--- src/rtl/tcd_pkg.sv ---
`timescale 1ns / 1ps
`default_nettype none
// ----------------------------------------------------------------------------
// tcd_pkg - shared types and constants of the chained TEA message decryptor
// Round count, TEA constants, header limits, status codes and the structs
// passed between the command queue, the cipher core and the byte emitter.
// ----------------------------------------------------------------------------
package tcd_pkg;

   // TEA rounds per block and the round counter width
   localparam int ROUNDS = 16;
   localparam int RND_W  = $clog2(ROUNDS + 1);

   localparam logic [31:0] TEA_DELTA     = 32'hab451fc4;
   localparam logic [63:0] SUM_INIT_WIDE = 64'(TEA_DELTA) * 64'(ROUNDS);
   localparam logic [31:0] SUM_INIT      = SUM_INIT_WIDE[31:0];

   // Key register file
   localparam int KEY_COUNT  = 4;
   localparam int CSR_ADDR_W = 2;

   // Header handling: fixed part plus pad count, and the short-message limit
   localparam logic [3:0] FIXED_HEADER     = 4'd3;
   localparam logic [3:0] TOO_SHORT_HEADER = 4'd10;
   localparam logic [3:0] BLOCK_BYTES      = 4'd8;
   localparam logic [3:0] TAIL_BYTES       = 4'd9;
   localparam logic [3:0] LAST_IDX_HELD    = 4'd7;
   localparam logic [3:0] LAST_IDX_TAIL    = 4'd8;

   // Block index saturates at two
   localparam logic [1:0] BIDX_FIRST  = 2'd0;
   localparam logic [1:0] BIDX_SECOND = 2'd1;
   localparam logic [1:0] BIDX_SAT    = 2'd2;

   typedef enum logic [1:0] {
      STATUS_OK      = 2'd0,
      STATUS_TRAILER = 2'd1,
      STATUS_SHORT   = 2'd2
   } status_type;

   // One queued ciphertext block
   typedef struct packed {
      logic [63:0] cipher;
      logic        last;
   } cmd_type;

   // Byte job handed from the core to the emitter
   typedef struct packed {
      logic [71:0] data;        // byte 0 in bits 71:64
      logic [3:0]  first_idx;
      logic [3:0]  end_idx;
      logic        is_final;
      logic        status_only;
      status_type  status;
   } emit_job_type;

   // TEA round mixing function
   function automatic logic [31:0] tea_mix(input logic [31:0] v,
                                           input logic [31:0] ka,
                                           input logic [31:0] kb,
                                           input logic [31:0] sum);
      tea_mix = ((v >> 5) + ka) ^ ((v << 4) + kb) ^ (sum + v);
   endfunction

endpackage
`default_nettype wire

--- src/rtl/tcd_cmd_queue.sv ---
`timescale 1ns / 1ps
`default_nettype none
// ----------------------------------------------------------------------------
// tcd_cmd_queue - input front end and two-entry block queue
// Accepts ciphertext transactions and queues them so that the input side
// and the cipher core stall independently.
// ----------------------------------------------------------------------------
module tcd_cmd_queue (
   input  wire logic            clock,
   input  wire logic            reset,
   input  wire logic            req_tvalid,
   output logic                 req_tready,
   input  wire logic [63:0]     req_tdata,   // cipher_block
   input  wire logic            req_tlast,   // block_last
   output logic                 cmd_valid,
   output tcd_pkg::cmd_type     cmd,
   input  wire logic            cmd_pop
);
   import tcd_pkg::*;

   cmd_type    entry_ff [2];
   cmd_type    entry_in [2];
   logic       wr_ptr_ff, wr_ptr_in;
   logic       rd_ptr_ff, rd_ptr_in;
   logic [1:0] count_ff, count_in;
   logic       push;
   logic       pop;

   assign req_tready = (count_ff != 2'd2);
   assign cmd_valid  = (count_ff != 2'd0);
   assign cmd        = entry_ff[rd_ptr_ff];
   assign push       = req_tvalid && req_tready;
   assign pop        = cmd_pop && cmd_valid;

   // Pointer and fill count update
   always_comb begin
      entry_in  = entry_ff;
      wr_ptr_in = wr_ptr_ff;
      rd_ptr_in = rd_ptr_ff;
      count_in  = count_ff;
      if (push) begin
         entry_in[wr_ptr_ff] = '{cipher: req_tdata, last: req_tlast};
         wr_ptr_in           = ~wr_ptr_ff;
      end
      if (pop) begin
         rd_ptr_in = ~rd_ptr_ff;
      end
      case ({push, pop})
         2'b10:   count_in = count_ff + 2'd1;
         2'b01:   count_in = count_ff - 2'd1;
         default: count_in = count_ff;
      endcase
   end

   always_ff @(posedge clock) begin
      entry_ff <= entry_in;
      if (reset) begin
         wr_ptr_ff <= 1'b0;
         rd_ptr_ff <= 1'b0;
         count_ff  <= 2'd0;
      end else begin
         wr_ptr_ff <= wr_ptr_in;
         rd_ptr_ff <= rd_ptr_in;
         count_ff  <= count_in;
      end
   end

   a_count_range: assert property (@(posedge clock) disable iff (reset)
      count_ff != 2'd3)
      else $error("queue fill count out of range");

   a_empty_no_valid: assert property (@(posedge clock) disable iff (reset)
      count_ff == 2'd0 |-> !cmd_valid)
      else $error("empty queue presents a block");

   a_hold_unpopped: assert property (@(posedge clock) disable iff (reset)
      cmd_valid && !cmd_pop |=> cmd_valid)
      else $error("queued block lost without a pop");

endmodule
`default_nettype wire

--- src/rtl/tcd_cipher_core.sv ---
`timescale 1ns / 1ps
`default_nettype none
// ----------------------------------------------------------------------------
// tcd_cipher_core - TEA round engine and message chaining state
// Runs one TEA decryption round per cycle, applies the chaining XORs,
// tracks header bytes and hands byte jobs to the emitter.
// ----------------------------------------------------------------------------
module tcd_cipher_core (
   input  wire logic                           clock,
   input  wire logic                           reset,
   input  wire logic                           csr_wr_en,
   input  wire logic [tcd_pkg::CSR_ADDR_W-1:0] csr_addr,
   input  wire logic [31:0]                    csr_wdata,
   input  wire logic                           cmd_valid,
   input  wire tcd_pkg::cmd_type               cmd,
   output logic                                cmd_pop,
   output logic                                job_valid,
   output tcd_pkg::emit_job_type               job,
   input  wire logic                           job_ready
);
   import tcd_pkg::*;

   typedef enum logic [1:0] {
      ST_IDLE,
      ST_ROUND,
      ST_FINISH
   } state_type;

   state_type        state_ff, state_in;
   logic [31:0]      key_ff [KEY_COUNT];
   logic [31:0]      key_in [KEY_COUNT];
   logic [31:0]      y_ff, y_in;
   logic [31:0]      z_ff, z_in;
   logic [31:0]      sum_ff, sum_in;
   logic [RND_W-1:0] rnd_ff, rnd_in;
   logic [63:0]      cipher_ff, cipher_in;
   logic             last_ff, last_in;
   logic [63:0]      prev_ff, prev_in;
   logic [63:0]      chain_ff, chain_in;
   logic [63:0]      held_ff, held_in;
   logic [3:0]       hdr_ff, hdr_in;
   logic [1:0]       bidx_ff, bidx_in;

   logic [63:0]      dec;
   logic [63:0]      plain;
   logic [3:0]       hdr;
   logic             too_short;
   status_type       tail_status;
   logic             job_send;
   logic             finish_go;
   logic             take;
   logic [31:0]      z_round;
   logic [31:0]      y_round;
   logic [63:0]      start_blk;

   // Finished block: undo the chaining and classify the byte output
   assign dec         = {y_ff, z_ff};
   assign plain       = dec ^ prev_ff;
   assign hdr         = (bidx_ff == BIDX_FIRST) ? FIXED_HEADER + {1'b0, plain[58:56]}
                                                : hdr_ff;
   assign too_short   = (bidx_ff == BIDX_FIRST) ||
                        ((bidx_ff == BIDX_SECOND) && (hdr >= TOO_SHORT_HEADER));
   assign tail_status = (plain[55:0] != 56'd0) ? STATUS_TRAILER : STATUS_OK;

   always_comb begin
      job = '{data: {held_ff, 8'h00}, first_idx: hdr, end_idx: LAST_IDX_HELD,
              is_final: 1'b0, status_only: 1'b0, status: STATUS_OK};
      job_send = 1'b0;
      if (!last_ff) begin
         job_send = (bidx_ff != BIDX_FIRST) && (hdr < BLOCK_BYTES);
      end else if (too_short) begin
         job_send        = 1'b1;
         job.is_final    = 1'b1;
         job.status_only = 1'b1;
         job.status      = STATUS_SHORT;
      end else begin
         job_send        = 1'b1;
         job.data        = {held_ff, plain[63:56]};
         job.end_idx     = LAST_IDX_TAIL;
         job.is_final    = 1'b1;
         job.status_only = (hdr >= TAIL_BYTES);
         job.status      = tail_status;
      end
   end

   assign finish_go = (state_ff == ST_FINISH) && (!job_send || job_ready);
   assign job_valid = (state_ff == ST_FINISH) && job_send;
   assign take      = cmd_valid && ((state_ff == ST_IDLE) || finish_go);
   assign cmd_pop   = take;

   // One full TEA decryption round
   assign z_round = z_ff - tea_mix(y_ff, key_ff[3], key_ff[2], sum_ff);
   assign y_round = y_ff - tea_mix(z_round, key_ff[1], key_ff[0], sum_ff);

   // Chaining input uses the value left by a block finishing this cycle
   assign start_blk = cmd.cipher ^ chain_in;

   always_comb begin
      state_in  = state_ff;
      key_in    = key_ff;
      y_in      = y_ff;
      z_in      = z_ff;
      sum_in    = sum_ff;
      rnd_in    = rnd_ff;
      cipher_in = cipher_ff;
      last_in   = last_ff;
      prev_in   = prev_ff;
      chain_in  = chain_ff;
      held_in   = held_ff;
      hdr_in    = hdr_ff;
      bidx_in   = bidx_ff;

      if (csr_wr_en) begin
         key_in[csr_addr] = csr_wdata;
      end

      case (state_ff)
         ST_ROUND: begin
            z_in   = z_round;
            y_in   = y_round;
            sum_in = sum_ff - TEA_DELTA;
            rnd_in = rnd_ff + RND_W'(1);
            if (rnd_ff == RND_W'(ROUNDS - 1)) begin
               state_in = ST_FINISH;
            end
         end
         ST_FINISH: begin
            if (finish_go) begin
               state_in = ST_IDLE;
               if (last_ff) begin
                  prev_in  = 64'd0;
                  chain_in = 64'd0;
                  held_in  = 64'd0;
                  hdr_in   = 4'd0;
                  bidx_in  = BIDX_FIRST;
               end else begin
                  prev_in  = cipher_ff;
                  chain_in = dec;
                  held_in  = plain;
                  if (bidx_ff == BIDX_FIRST) begin
                     hdr_in = hdr;
                  end else begin
                     hdr_in = (hdr >= BLOCK_BYTES) ? hdr - BLOCK_BYTES : 4'd0;
                  end
                  if (bidx_ff != BIDX_SAT) begin
                     bidx_in = bidx_ff + 2'd1;
                  end
               end
            end
         end
         default: begin
         end
      endcase

      // Start the next block
      if (take) begin
         state_in  = ST_ROUND;
         y_in      = start_blk[63:32];
         z_in      = start_blk[31:0];
         sum_in    = SUM_INIT;
         rnd_in    = '0;
         cipher_in = cmd.cipher;
         last_in   = cmd.last;
      end
   end

   always_ff @(posedge clock) begin
      y_ff      <= y_in;
      z_ff      <= z_in;
      sum_ff    <= sum_in;
      cipher_ff <= cipher_in;
      if (reset) begin
         state_ff <= ST_IDLE;
         for (int i = 0; i < KEY_COUNT; i++) begin
            key_ff[i] <= 32'd0;
         end
         rnd_ff   <= '0;
         last_ff  <= 1'b0;
         prev_ff  <= 64'd0;
         chain_ff <= 64'd0;
         held_ff  <= 64'd0;
         hdr_ff   <= 4'd0;
         bidx_ff  <= BIDX_FIRST;
      end else begin
         state_ff <= state_in;
         key_ff   <= key_in;
         rnd_ff   <= rnd_in;
         last_ff  <= last_in;
         prev_ff  <= prev_in;
         chain_ff <= chain_in;
         held_ff  <= held_in;
         hdr_ff   <= hdr_in;
         bidx_ff  <= bidx_in;
      end
   end

   a_round_range: assert property (@(posedge clock) disable iff (reset)
      state_ff == ST_ROUND |-> rnd_ff < RND_W'(ROUNDS))
      else $error("round counter overran");

   a_job_in_finish: assert property (@(posedge clock) disable iff (reset)
      job_valid |-> state_ff == ST_FINISH)
      else $error("byte job offered outside block finish");

   a_pop_needs_block: assert property (@(posedge clock) disable iff (reset)
      cmd_pop |-> cmd_valid)
      else $error("pop from empty queue");

   a_bidx_sat: assert property (@(posedge clock) disable iff (reset)
      bidx_ff != 2'd3)
      else $error("block index beyond saturation");

endmodule
`default_nettype wire

--- src/rtl/tcd_byte_emitter.sv ---
`timescale 1ns / 1ps
`default_nettype none
// ----------------------------------------------------------------------------
// tcd_byte_emitter - serialises plaintext bytes onto the result channel
// Holds one byte job and sends its bytes one transaction at a time, with
// the final-result mark and status on the last one.
// ----------------------------------------------------------------------------
module tcd_byte_emitter (
   input  wire logic                   clock,
   input  wire logic                   reset,
   input  wire logic                   job_valid,
   input  wire tcd_pkg::emit_job_type  job,
   output logic                        job_ready,
   output logic                        rsp_tvalid,
   input  wire logic                   rsp_tready,
   output logic [7:0]                  rsp_tdata,   // plain_byte
   output logic                        rsp_tlast,   // byte_last
   output logic [1:0]                  rsp_tuser    // status
);
   import tcd_pkg::*;

   logic [71:0] data_ff, data_in;
   logic [3:0]  idx_ff, idx_in;
   logic [3:0]  end_ff, end_in;
   logic        final_ff, final_in;
   logic        sonly_ff, sonly_in;
   status_type  status_ff, status_in;
   logic        busy_ff, busy_in;

   logic        fire;
   logic        done;
   logic        at_end;
   logic [71:0] shifted;

   assign at_end    = sonly_ff || (idx_ff == end_ff);
   assign fire      = rsp_tvalid && rsp_tready;
   assign done      = fire && at_end;
   assign job_ready = !busy_ff || done;

   // Byte select, byte 0 in the top bits
   assign shifted    = data_ff << {idx_ff, 3'b000};
   assign rsp_tvalid = busy_ff;
   assign rsp_tdata  = sonly_ff ? 8'h00 : shifted[71:64];
   assign rsp_tlast  = final_ff && at_end;
   assign rsp_tuser  = rsp_tlast ? status_ff : STATUS_OK;

   always_comb begin
      data_in   = data_ff;
      idx_in    = idx_ff;
      end_in    = end_ff;
      final_in  = final_ff;
      sonly_in  = sonly_ff;
      status_in = status_ff;
      busy_in   = busy_ff;
      if (fire) begin
         if (at_end) begin
            busy_in = 1'b0;
         end else begin
            idx_in = idx_ff + 4'd1;
         end
      end
      if (job_valid && job_ready) begin
         data_in   = job.data;
         idx_in    = job.first_idx;
         end_in    = job.end_idx;
         final_in  = job.is_final;
         sonly_in  = job.status_only;
         status_in = job.status;
         busy_in   = 1'b1;
      end
   end

   always_ff @(posedge clock) begin
      data_ff   <= data_in;
      idx_ff    <= idx_in;
      end_ff    <= end_in;
      status_ff <= status_in;
      if (reset) begin
         busy_ff  <= 1'b0;
         final_ff <= 1'b0;
         sonly_ff <= 1'b0;
      end else begin
         busy_ff  <= busy_in;
         final_ff <= final_in;
         sonly_ff <= sonly_in;
      end
   end

   a_idx_in_range: assert property (@(posedge clock) disable iff (reset)
      busy_ff && !sonly_ff |-> idx_ff <= end_ff)
      else $error("byte index past end of job");

   a_job_loads: assert property (@(posedge clock) disable iff (reset)
      job_valid && job_ready |=> busy_ff)
      else $error("accepted job not loaded");

   a_status_on_last: assert property (@(posedge clock) disable iff (reset)
      rsp_tvalid && rsp_tuser != STATUS_OK |-> rsp_tlast)
      else $error("status on a non-final result");

endmodule
`default_nettype wire

--- src/rtl/tea_chained_message_decrypt.sv ---
`timescale 1ns / 1ps
`default_nettype none
// ----------------------------------------------------------------------------
// tea_chained_message_decrypt - chained 16-round TEA message decryptor
// Usage:
//   req_* carries one 64-bit ciphertext block per transaction (first byte in
//   bits 63:56), req_tlast marks the final block of a message.
//   rsp_* returns recovered message bytes one per transaction; rsp_tlast
//   marks the final result of a message and rsp_tuser holds its status
//   (0 ok, 1 trailer not zero, 2 message too short).
//   csr_* writes the four 32-bit key words; write only while idle.
// Timing:
//   A block passes the round engine's round state, one TEA round per cycle,
//   then its finish state, where the next block can already be taken; the
//   chaining makes each block wait for the one before it. Bytes of a block
//   leave one per cycle while rsp_tready holds, once the next block ends.
//   A two-entry queue takes further blocks while the engine is busy.
// Reset clears keys and all message state; no bytes are pending.
// When the receiver stalls, the byte emitter holds, then the engine holds
// its finished block, then the queue fills and req_tready drops.
// ----------------------------------------------------------------------------
module tea_chained_message_decrypt (
   input  wire logic                           clock,
   input  wire logic                           reset,
   input  wire logic                           req_tvalid,
   output logic                                req_tready,
   input  wire logic [63:0]                    req_tdata,   // cipher_block
   input  wire logic                           req_tlast,   // block_last
   output logic                                rsp_tvalid,
   input  wire logic                           rsp_tready,
   output logic [7:0]                          rsp_tdata,   // plain_byte
   output logic                                rsp_tlast,   // byte_last
   output logic [1:0]                          rsp_tuser,   // status
   input  wire logic                           csr_wr_en,
   input  wire logic [tcd_pkg::CSR_ADDR_W-1:0] csr_addr,
   input  wire logic [31:0]                    csr_wdata
);
   import tcd_pkg::*;

   logic         cmd_valid;
   cmd_type      cmd;
   logic         cmd_pop;
   logic         job_valid;
   emit_job_type job;
   logic         job_ready;

   // Front end: accept and queue ciphertext blocks
   tcd_cmd_queue u_queue (
      .clock      (clock),
      .reset      (reset),
      .req_tvalid (req_tvalid),
      .req_tready (req_tready),
      .req_tdata  (req_tdata),
      .req_tlast  (req_tlast),
      .cmd_valid  (cmd_valid),
      .cmd        (cmd),
      .cmd_pop    (cmd_pop)
   );

   // Round engine and message state
   tcd_cipher_core u_core (
      .clock     (clock),
      .reset     (reset),
      .csr_wr_en (csr_wr_en),
      .csr_addr  (csr_addr),
      .csr_wdata (csr_wdata),
      .cmd_valid (cmd_valid),
      .cmd       (cmd),
      .cmd_pop   (cmd_pop),
      .job_valid (job_valid),
      .job       (job),
      .job_ready (job_ready)
   );

   // Byte serialiser on the result channel
   tcd_byte_emitter u_emit (
      .clock      (clock),
      .reset      (reset),
      .job_valid  (job_valid),
      .job        (job),
      .job_ready  (job_ready),
      .rsp_tvalid (rsp_tvalid),
      .rsp_tready (rsp_tready),
      .rsp_tdata  (rsp_tdata),
      .rsp_tlast  (rsp_tlast),
      .rsp_tuser  (rsp_tuser)
   );

endmodule
`default_nettype wire
--- config.mk ---
export PLATFORM = sky130hd
export DESIGN_NAME = tea_chained_message_decrypt
export DESIGN_NICKNAME = d
export VERILOG_FILES = /design/src/rtl/tcd_pkg.sv /design/src/rtl/tcd_cmd_queue.sv /design/src/rtl/tcd_cipher_core.sv /design/src/rtl/tcd_byte_emitter.sv /design/src/rtl/tea_chained_message_decrypt.sv
export SDC_FILE = /design/constraint.sdc
export NUM_CORES = 2
export LEC_CHECK = 0
export BUFFER_PORTS_ARGS = -buffer_cell sky130_fd_sc_hd__buf_2
export CORE_ASPECT_RATIO = 1.2
export CORE_MARGIN = 5
export CORE_UTILIZATION = 40
export DETAILED_ROUTE_END_ITERATION = 10
export PLACE_DENSITY_LB_ADDON = 0.08
export SETUP_SLACK_MARGIN = 0.02
export SLEW_MARGIN = 20
export SYNTH_ARGS = -nofsm -noshare
export SYNTH_HDL_FRONTEND = slang
export SYNTH_SLANG_ARGS = --single-unit
--- constraint.sdc ---
create_clock -name clock -period 14 [get_ports clock]
set_clock_uncertainty 0.2 [all_clocks]
set_input_delay 1.4 -clock clock [delete_from_list [all_inputs] [get_ports clock]]
set_output_delay 1.4 -clock clock [all_outputs]
set_load 0.1 [all_outputs]
After elaboration in Yosys (flattened, before gate mapping)
Index checks and enable logic that the tools add are counted.

word-level totals
  flip-flop bits (word level) = 713
  word-level logic and storage cells = 167
  input bits = 104
  output and inout port bits = 13

operators by class
  add/sub/neg operators = 16
  bitwise gates (word level) = 12
  equal/unequal tests = 14
  $lt $le $gt $ge = 9
  reduce and logical (&&, ||, !) cells = 40
  muxes and demuxes = 42
  shift-type cells = 1

operators with widths
  kind                                           count
  two-way mux 64 bit                             5
  two-way mux 65 bit                             4
  two-way mux 32 bit                             5
  bitwise mux 130 bit                            1
  adder 32 bit                                   4
  bitwise mux 128 bit                            1
  XOR 32 bit                                     4
  XOR 64 bit                                     2
  << shifter 72 x 7 -> 72 bit                    1
  demux 65 bit (select 1 bit)                    1
  adder 27 x 32 -> 32 bit                        2
  demux 32 bit (select 2 bit)                    1
  subtractor 32 bit                              2
  nonzero test 56 bit                            1
  two-way mux 4 bit                              9
  subtractor 32 bit, second input constant       1
  nonzero test 2 bit                             8
  logical AND 1 bit                              13
  >= comparator 4 bit, second input constant     3
  two-way mux 2 bit                              5
  AND reduction 3 bit                            3
  two-way mux 8 bit                              1
  one-hot mux 2 bit (2 select lines)             2
  == test 2 x 1 -> 1 bit, second input constant  3
  other kinds (28)                               52

Logic depth before layout (Yosys ltp)
  depth after elaboration = 14
  mapped depth = 47
  mapped depth without buffers = 46

Cells and area by module
Synthesis repeated with hierarchy kept, for this count alone.

second synthesis, totals
  cell total of the unflattened synthesis = 4098
  area total of the unflattened synthesis = 39658.0 µm²

modules (own cells, without submodules)
  module            instances  area an instance (µm²)  cells an instance
  tcd_cipher_core   1          31199.9                 3662
  tcd_cmd_queue     1          4879.7                  224
  tcd_byte_emitter  1          3578.4                  212

Least setup slack after synthesis
No wires, ideal clock.

  path type = register to register
  from = register u_core.y_ff[0]
  to = register u_core.y_ff[31] (data pin)
  stages on the path, launching flop included = 46
  slack = 4.878 ns
  data required time = 13.537 ns
  clock period less this slack = 9.122 ns
  arrival time = 8.659 ns
  cell sequence = edfxtp_1 > ha_1 > fa_1 > a21o_1 > a21oi_1 > o21ai_0 > a21oi_1 > xnor2_1 > xnor2_1 > xnor2_1 > ha_1 > or4_1 > o211ai_1 > a21oi_1 > a311oi_1 > o21ba_2 > o21bai_1 > a21oi_1 > [10 not listed] > a21oi_1 > xnor2_1 > xnor2_1 > xnor2_1 > ha_1 > clkbuf_1 > a21o_1 > a21o_1 > a21o_1 > a21oi_1 > nor2b_1 > a2111oi_0 > nor2_1 > nor4_1 > o31ai_1 > xnor3_1 > xnor3_1 > o21ai_1

on the way
  cells in the longest elaborated chain, start to end = 10

RTL lines
  element                                                  line                    RTL
  start: declaration                                       tcd_cipher_core.sv:32   logic [31:0] y_ff, y_in;
  start signal: assignment                                 tcd_cipher_core.sv:168  y_ff <= y_in;
  adder 32 bit                                             tcd_pkg.sv:62           tea_mix = ((v >> 5) + ka) ^ ((v << 4) + kb) ^ (sum + v);
  XOR 32 bit (2 in series)                                 tcd_pkg.sv:62
  subtractor 32 bit                                        tcd_cipher_core.sv:92   assign z_round = z_ff - tea_mix(y_ff, key_ff[3], key_ff[2], sum_ff);
  adder 27 x 32 -> 32 bit or adder 32 bit (tied branches)  tcd_pkg.sv:62
  XOR 32 bit (2 in series)                                 tcd_pkg.sv:62
  subtractor 32 bit *                                      tcd_cipher_core.sv:93   assign y_round = y_ff - tea_mix(z_round, key_ff[1], key_ff[0], sum_ff);
  two-way mux 32 bit *                                     tcd_cipher_core.sv:117  case (state_ff)
  two-way mux 32 bit *                                     tcd_cipher_core.sv:156  if (take) begin
  via u_core.y_in[31]                                      tcd_cipher_core.sv:32

Mark *: on every way through the listed nets, which the timed path passes. The rest lies on a longest branch. The select of a mux whose other input is x is not followed.
A chain may end at the register's enable or synchronous reset.

Worst setup path after layout
  from = register u_core.y_ff[5]
  to = register u_core.y_ff[31] (data pin)

on the way
  cells in the longest elaborated chain, start to end = 10

RTL lines
  element                                                  line
  adder 27 x 32 -> 32 bit or adder 32 bit (tied branches)  tcd_pkg.sv:62
  XOR 32 bit (2 in series)                                 tcd_pkg.sv:62
  subtractor 32 bit                                        tcd_cipher_core.sv:92
  adder 27 x 32 -> 32 bit or adder 32 bit (tied branches)  tcd_pkg.sv:62
  XOR 32 bit (2 in series)                                 tcd_pkg.sv:62
  subtractor 32 bit *                                      tcd_cipher_core.sv:93
  two-way mux 32 bit *                                     tcd_cipher_core.sv:117
  two-way mux 32 bit *                                     tcd_cipher_core.sv:156
  via u_core.y_in[31]                                      tcd_cipher_core.sv:32

Marks and branches as above.

==> results.yml <==
status:
  status: "completed"
global_route:
  grt_util_met2: 0.431
  grt_antenna_before_repair: 1
  grt_overflow: 0
  use_met1: 0.305
  grt_max_degree: 156
  grt.total_usage: 0.238
  busiest_layer: "met2"
  grt_pass1_vias: 28500
  grt_use_met3: 0.0233
  grt_pass1_wl_microns: 188000
run:
  maxCapViolations: 0
worst_setup_path:
  r2r_end: "u_core.y_ff[31]"
  cp.arrival_ns: 11.01
  worstPathRequired_ns: 14.19
  cpPeakStageDelay_ns: 0.61
  ff2ff_path_depth: 46
  regToRegStartpoint: "u_core.y_ff[5]"
  worst_setup_path_start_kind: "flop"
  r2r_slack_ns: 3.18
  critPathSlowestCell: "xnor2_1"
  crit_type: "reg -> reg"
  cp_max_fo: 8
  cpMostUsedCell: "xnor2_1"
  end_kind: "flop"
sta:
  max_freq_ghz: 0.0925
  finalSetupTns_ns: 0
  period_needed_ns: 10.82
  tightest_slew_ns: 1.11
  whs_ns: 0.229
  maxSlewViolCount: 0
  hold_viol: 0
  rsz0062_at_grt: "no"
  min_period_over_period: 0.773
  setup_viol: 0
  relSlewSlack: 0.259
cells_and_area:
  nets: 4503
  n_fill_cell: 9553
  syn_to_final_growth_pct: 12.0
  drive_gt1_frac: 0.0968
route:
  wirelength_microns: 128000
  dr.pass1.iters: 5
  drc: 0
  avgViaCountPerCell: 5.41
  ant_nets: 0
  detail_route.wl_per_cell_microns: 23.3
  dr_total_vias: 29700
  drtIter0Drc: 1961
clock_tree:
  cts_tree: "built"
  cts_buffers: 78
  clk_latency_ns: 0.67
  cts_setup_buffers: 0
  cts_buffer_depth: 3
  numClockSinks: 709
  cts_hold_buffers: 0
  clkSlewWorstSetupHoldPaths_ns: 0.06
  cts_root_buf: "clkbuf_16"
  cts_resized: 0
  h-tree-depth: 3
die:
  io_pins: 117
  core_sq_mm: 0.0979
  start_util: 0.401
  die_area_sq_mm: 0.105
  die_y_microns: 353
  rows: 126
  die_x_microns: 296
synth:
  syn_avg_cell_area_sq_um: 9.63
  syn_inst: 4082
  yosysWarnings: 0
  yosysTopAreaCellShare: 0.258
  ys_ff_latch: 709
  synth_area_leader_cell: "edfxtp_1"
  ys.flop_type: "dfxtp_1"
  ys_seq_area_frac: 0.447
  syn_area_sq_mm: 0.0393
  synthesis.nets: 4435
  async_flop_share: 0
  ys_types: 83
  synth-edff-count: 338
  synth.area.top_cells: "edfxtp_1 26%, dfxtp_1 19%, xnor2_1 9.3%"
min_path:
  hold_depth: 0
  hold_class: "reg -> reg"
  min_delay_worst_endpoint: "u_emit.data_ff[47]"
  hp-start: "u_core.held_ff[39]"
placement:
  numPortBuffers: 116
  gp_congestion: 0.889
  hpwl_microns: 96400
-- kinds of logic after synthesis --
logic type / after synthesis / synth area share
AO/OA/AOI/OAI: 980 / 0.148
XOR/XNOR: 509 / 0.116
adder cells (fa/ha/maj): 249 / 0.0808
buffers and inverters: 260 / 0.0250
flip-flops: 709 / 0.447
multiplexers: 94 / 0.0311
AND/OR/NAND/NOR: 1281 / 0.152
-- state kept, by name, indices dropped and copies added, names as in the netlist, 5 cells and up --
signal,count
u_core.chain_ff,64
u_core.cipher_ff,64
u_core.held_ff,64
u_core.key_ff,128
u_core.prev_ff,64
u_core.rnd_ff,5
u_core.sum_ff,30
u_core.y_ff,32
u_core.z_ff,32
u_emit.data_ff,72
u_queue.entry_ff,130
-- per-stage QoR --
step                      area, sq um  cells  setup WS (ns)  utilization
after floorplan                 39300   4082           4.88            -
after global placement          41300   5350           3.31        0.422
after detailed placement        41300   5350           3.23        0.422
after CTS                       44000   5495           3.15        0.450
after global routing            44000   5495           2.19        0.450
final                           44000   5496           3.18        0.450
-- synth_stat cells, types with 82 or more instances --
cell	number
a21oi_1	523
nand2_1	457
xnor2_1	417
nor2_1	376
dfxtp_1	371
edfxtp_1	338
ha_1	241
clkbuf_1	157
nor3b_1	126
o21ai_0	120
nor3_1	105
a21o_1	98
xor2_1	84
inv_1	82
-- worst max path at each step --
stage,startpoint,endpoint,cells after the start
after floorplan,u_core.y_ff[0],u_core.y_ff[31],45
final,u_core.y_ff[5],u_core.y_ff[31],46
after global routing,u_core.y_ff[5],u_core.y_ff[31],46
after CTS,u_core.y_ff[5],u_core.y_ff[31],46
after detailed placement,u_core.y_ff[5],u_core.y_ff[31],46
after global placement,u_core.y_ff[5],u_core.y_ff[31],46
-- placed cells by master, fill, tap and decap left out, types with 80 or more instances in the layout --
master     count
clkbuf_16     80
xor2_1        84
o21ai_0      120
nor2_1       374
edfxtp_1     338
xnor2_1      417
dfxtp_1      369
a21oi_1      522
a21o_1        98
nor3b_1      125
ha_1         241
buf_2        115
nor3_1       105
inv_1         80
nand2_1      456
-- routing by layer --
layer,up-vias,wire (microns)
li1,14600,-
met1,14400,55000
met2,541,65800
met3,133,4260
met4,0,2940
met5,-,0
-- worst max-delay path, delay by kind of cell (launching register included) --
| kind | cells | cell delay [ns] |
|---|---|---|
| buf+inv | 2 | 0.14 |
| fa+ha+maj | 5 | 1.60 |
| simple gates | 7 | 0.91 |
| xor+xnor | 8 | 2.03 |
| compound gates | 24 | 5.13 |
| flops | 1 | 0.51 |
-- cell type report --
type                            instances  area (sq um)  area share
Multi-Input combinational cell       3113         20800       0.472
Sequential cell                       709         17600       0.399
Clock buffer                          106          2240      0.0509
Tap cell                             1280          1600      0.0364
Timing Repair Buffer                  165           971      0.0220
Clock inverter                         39           526      0.0119
Inverter                               83           317     0.00719
Antenna cell                            1          2.50   0.0000568
Power is left out: the tool's default activity adds up to more than one toggle a clock period on the data nets, which glitch-free logic cannot reach.
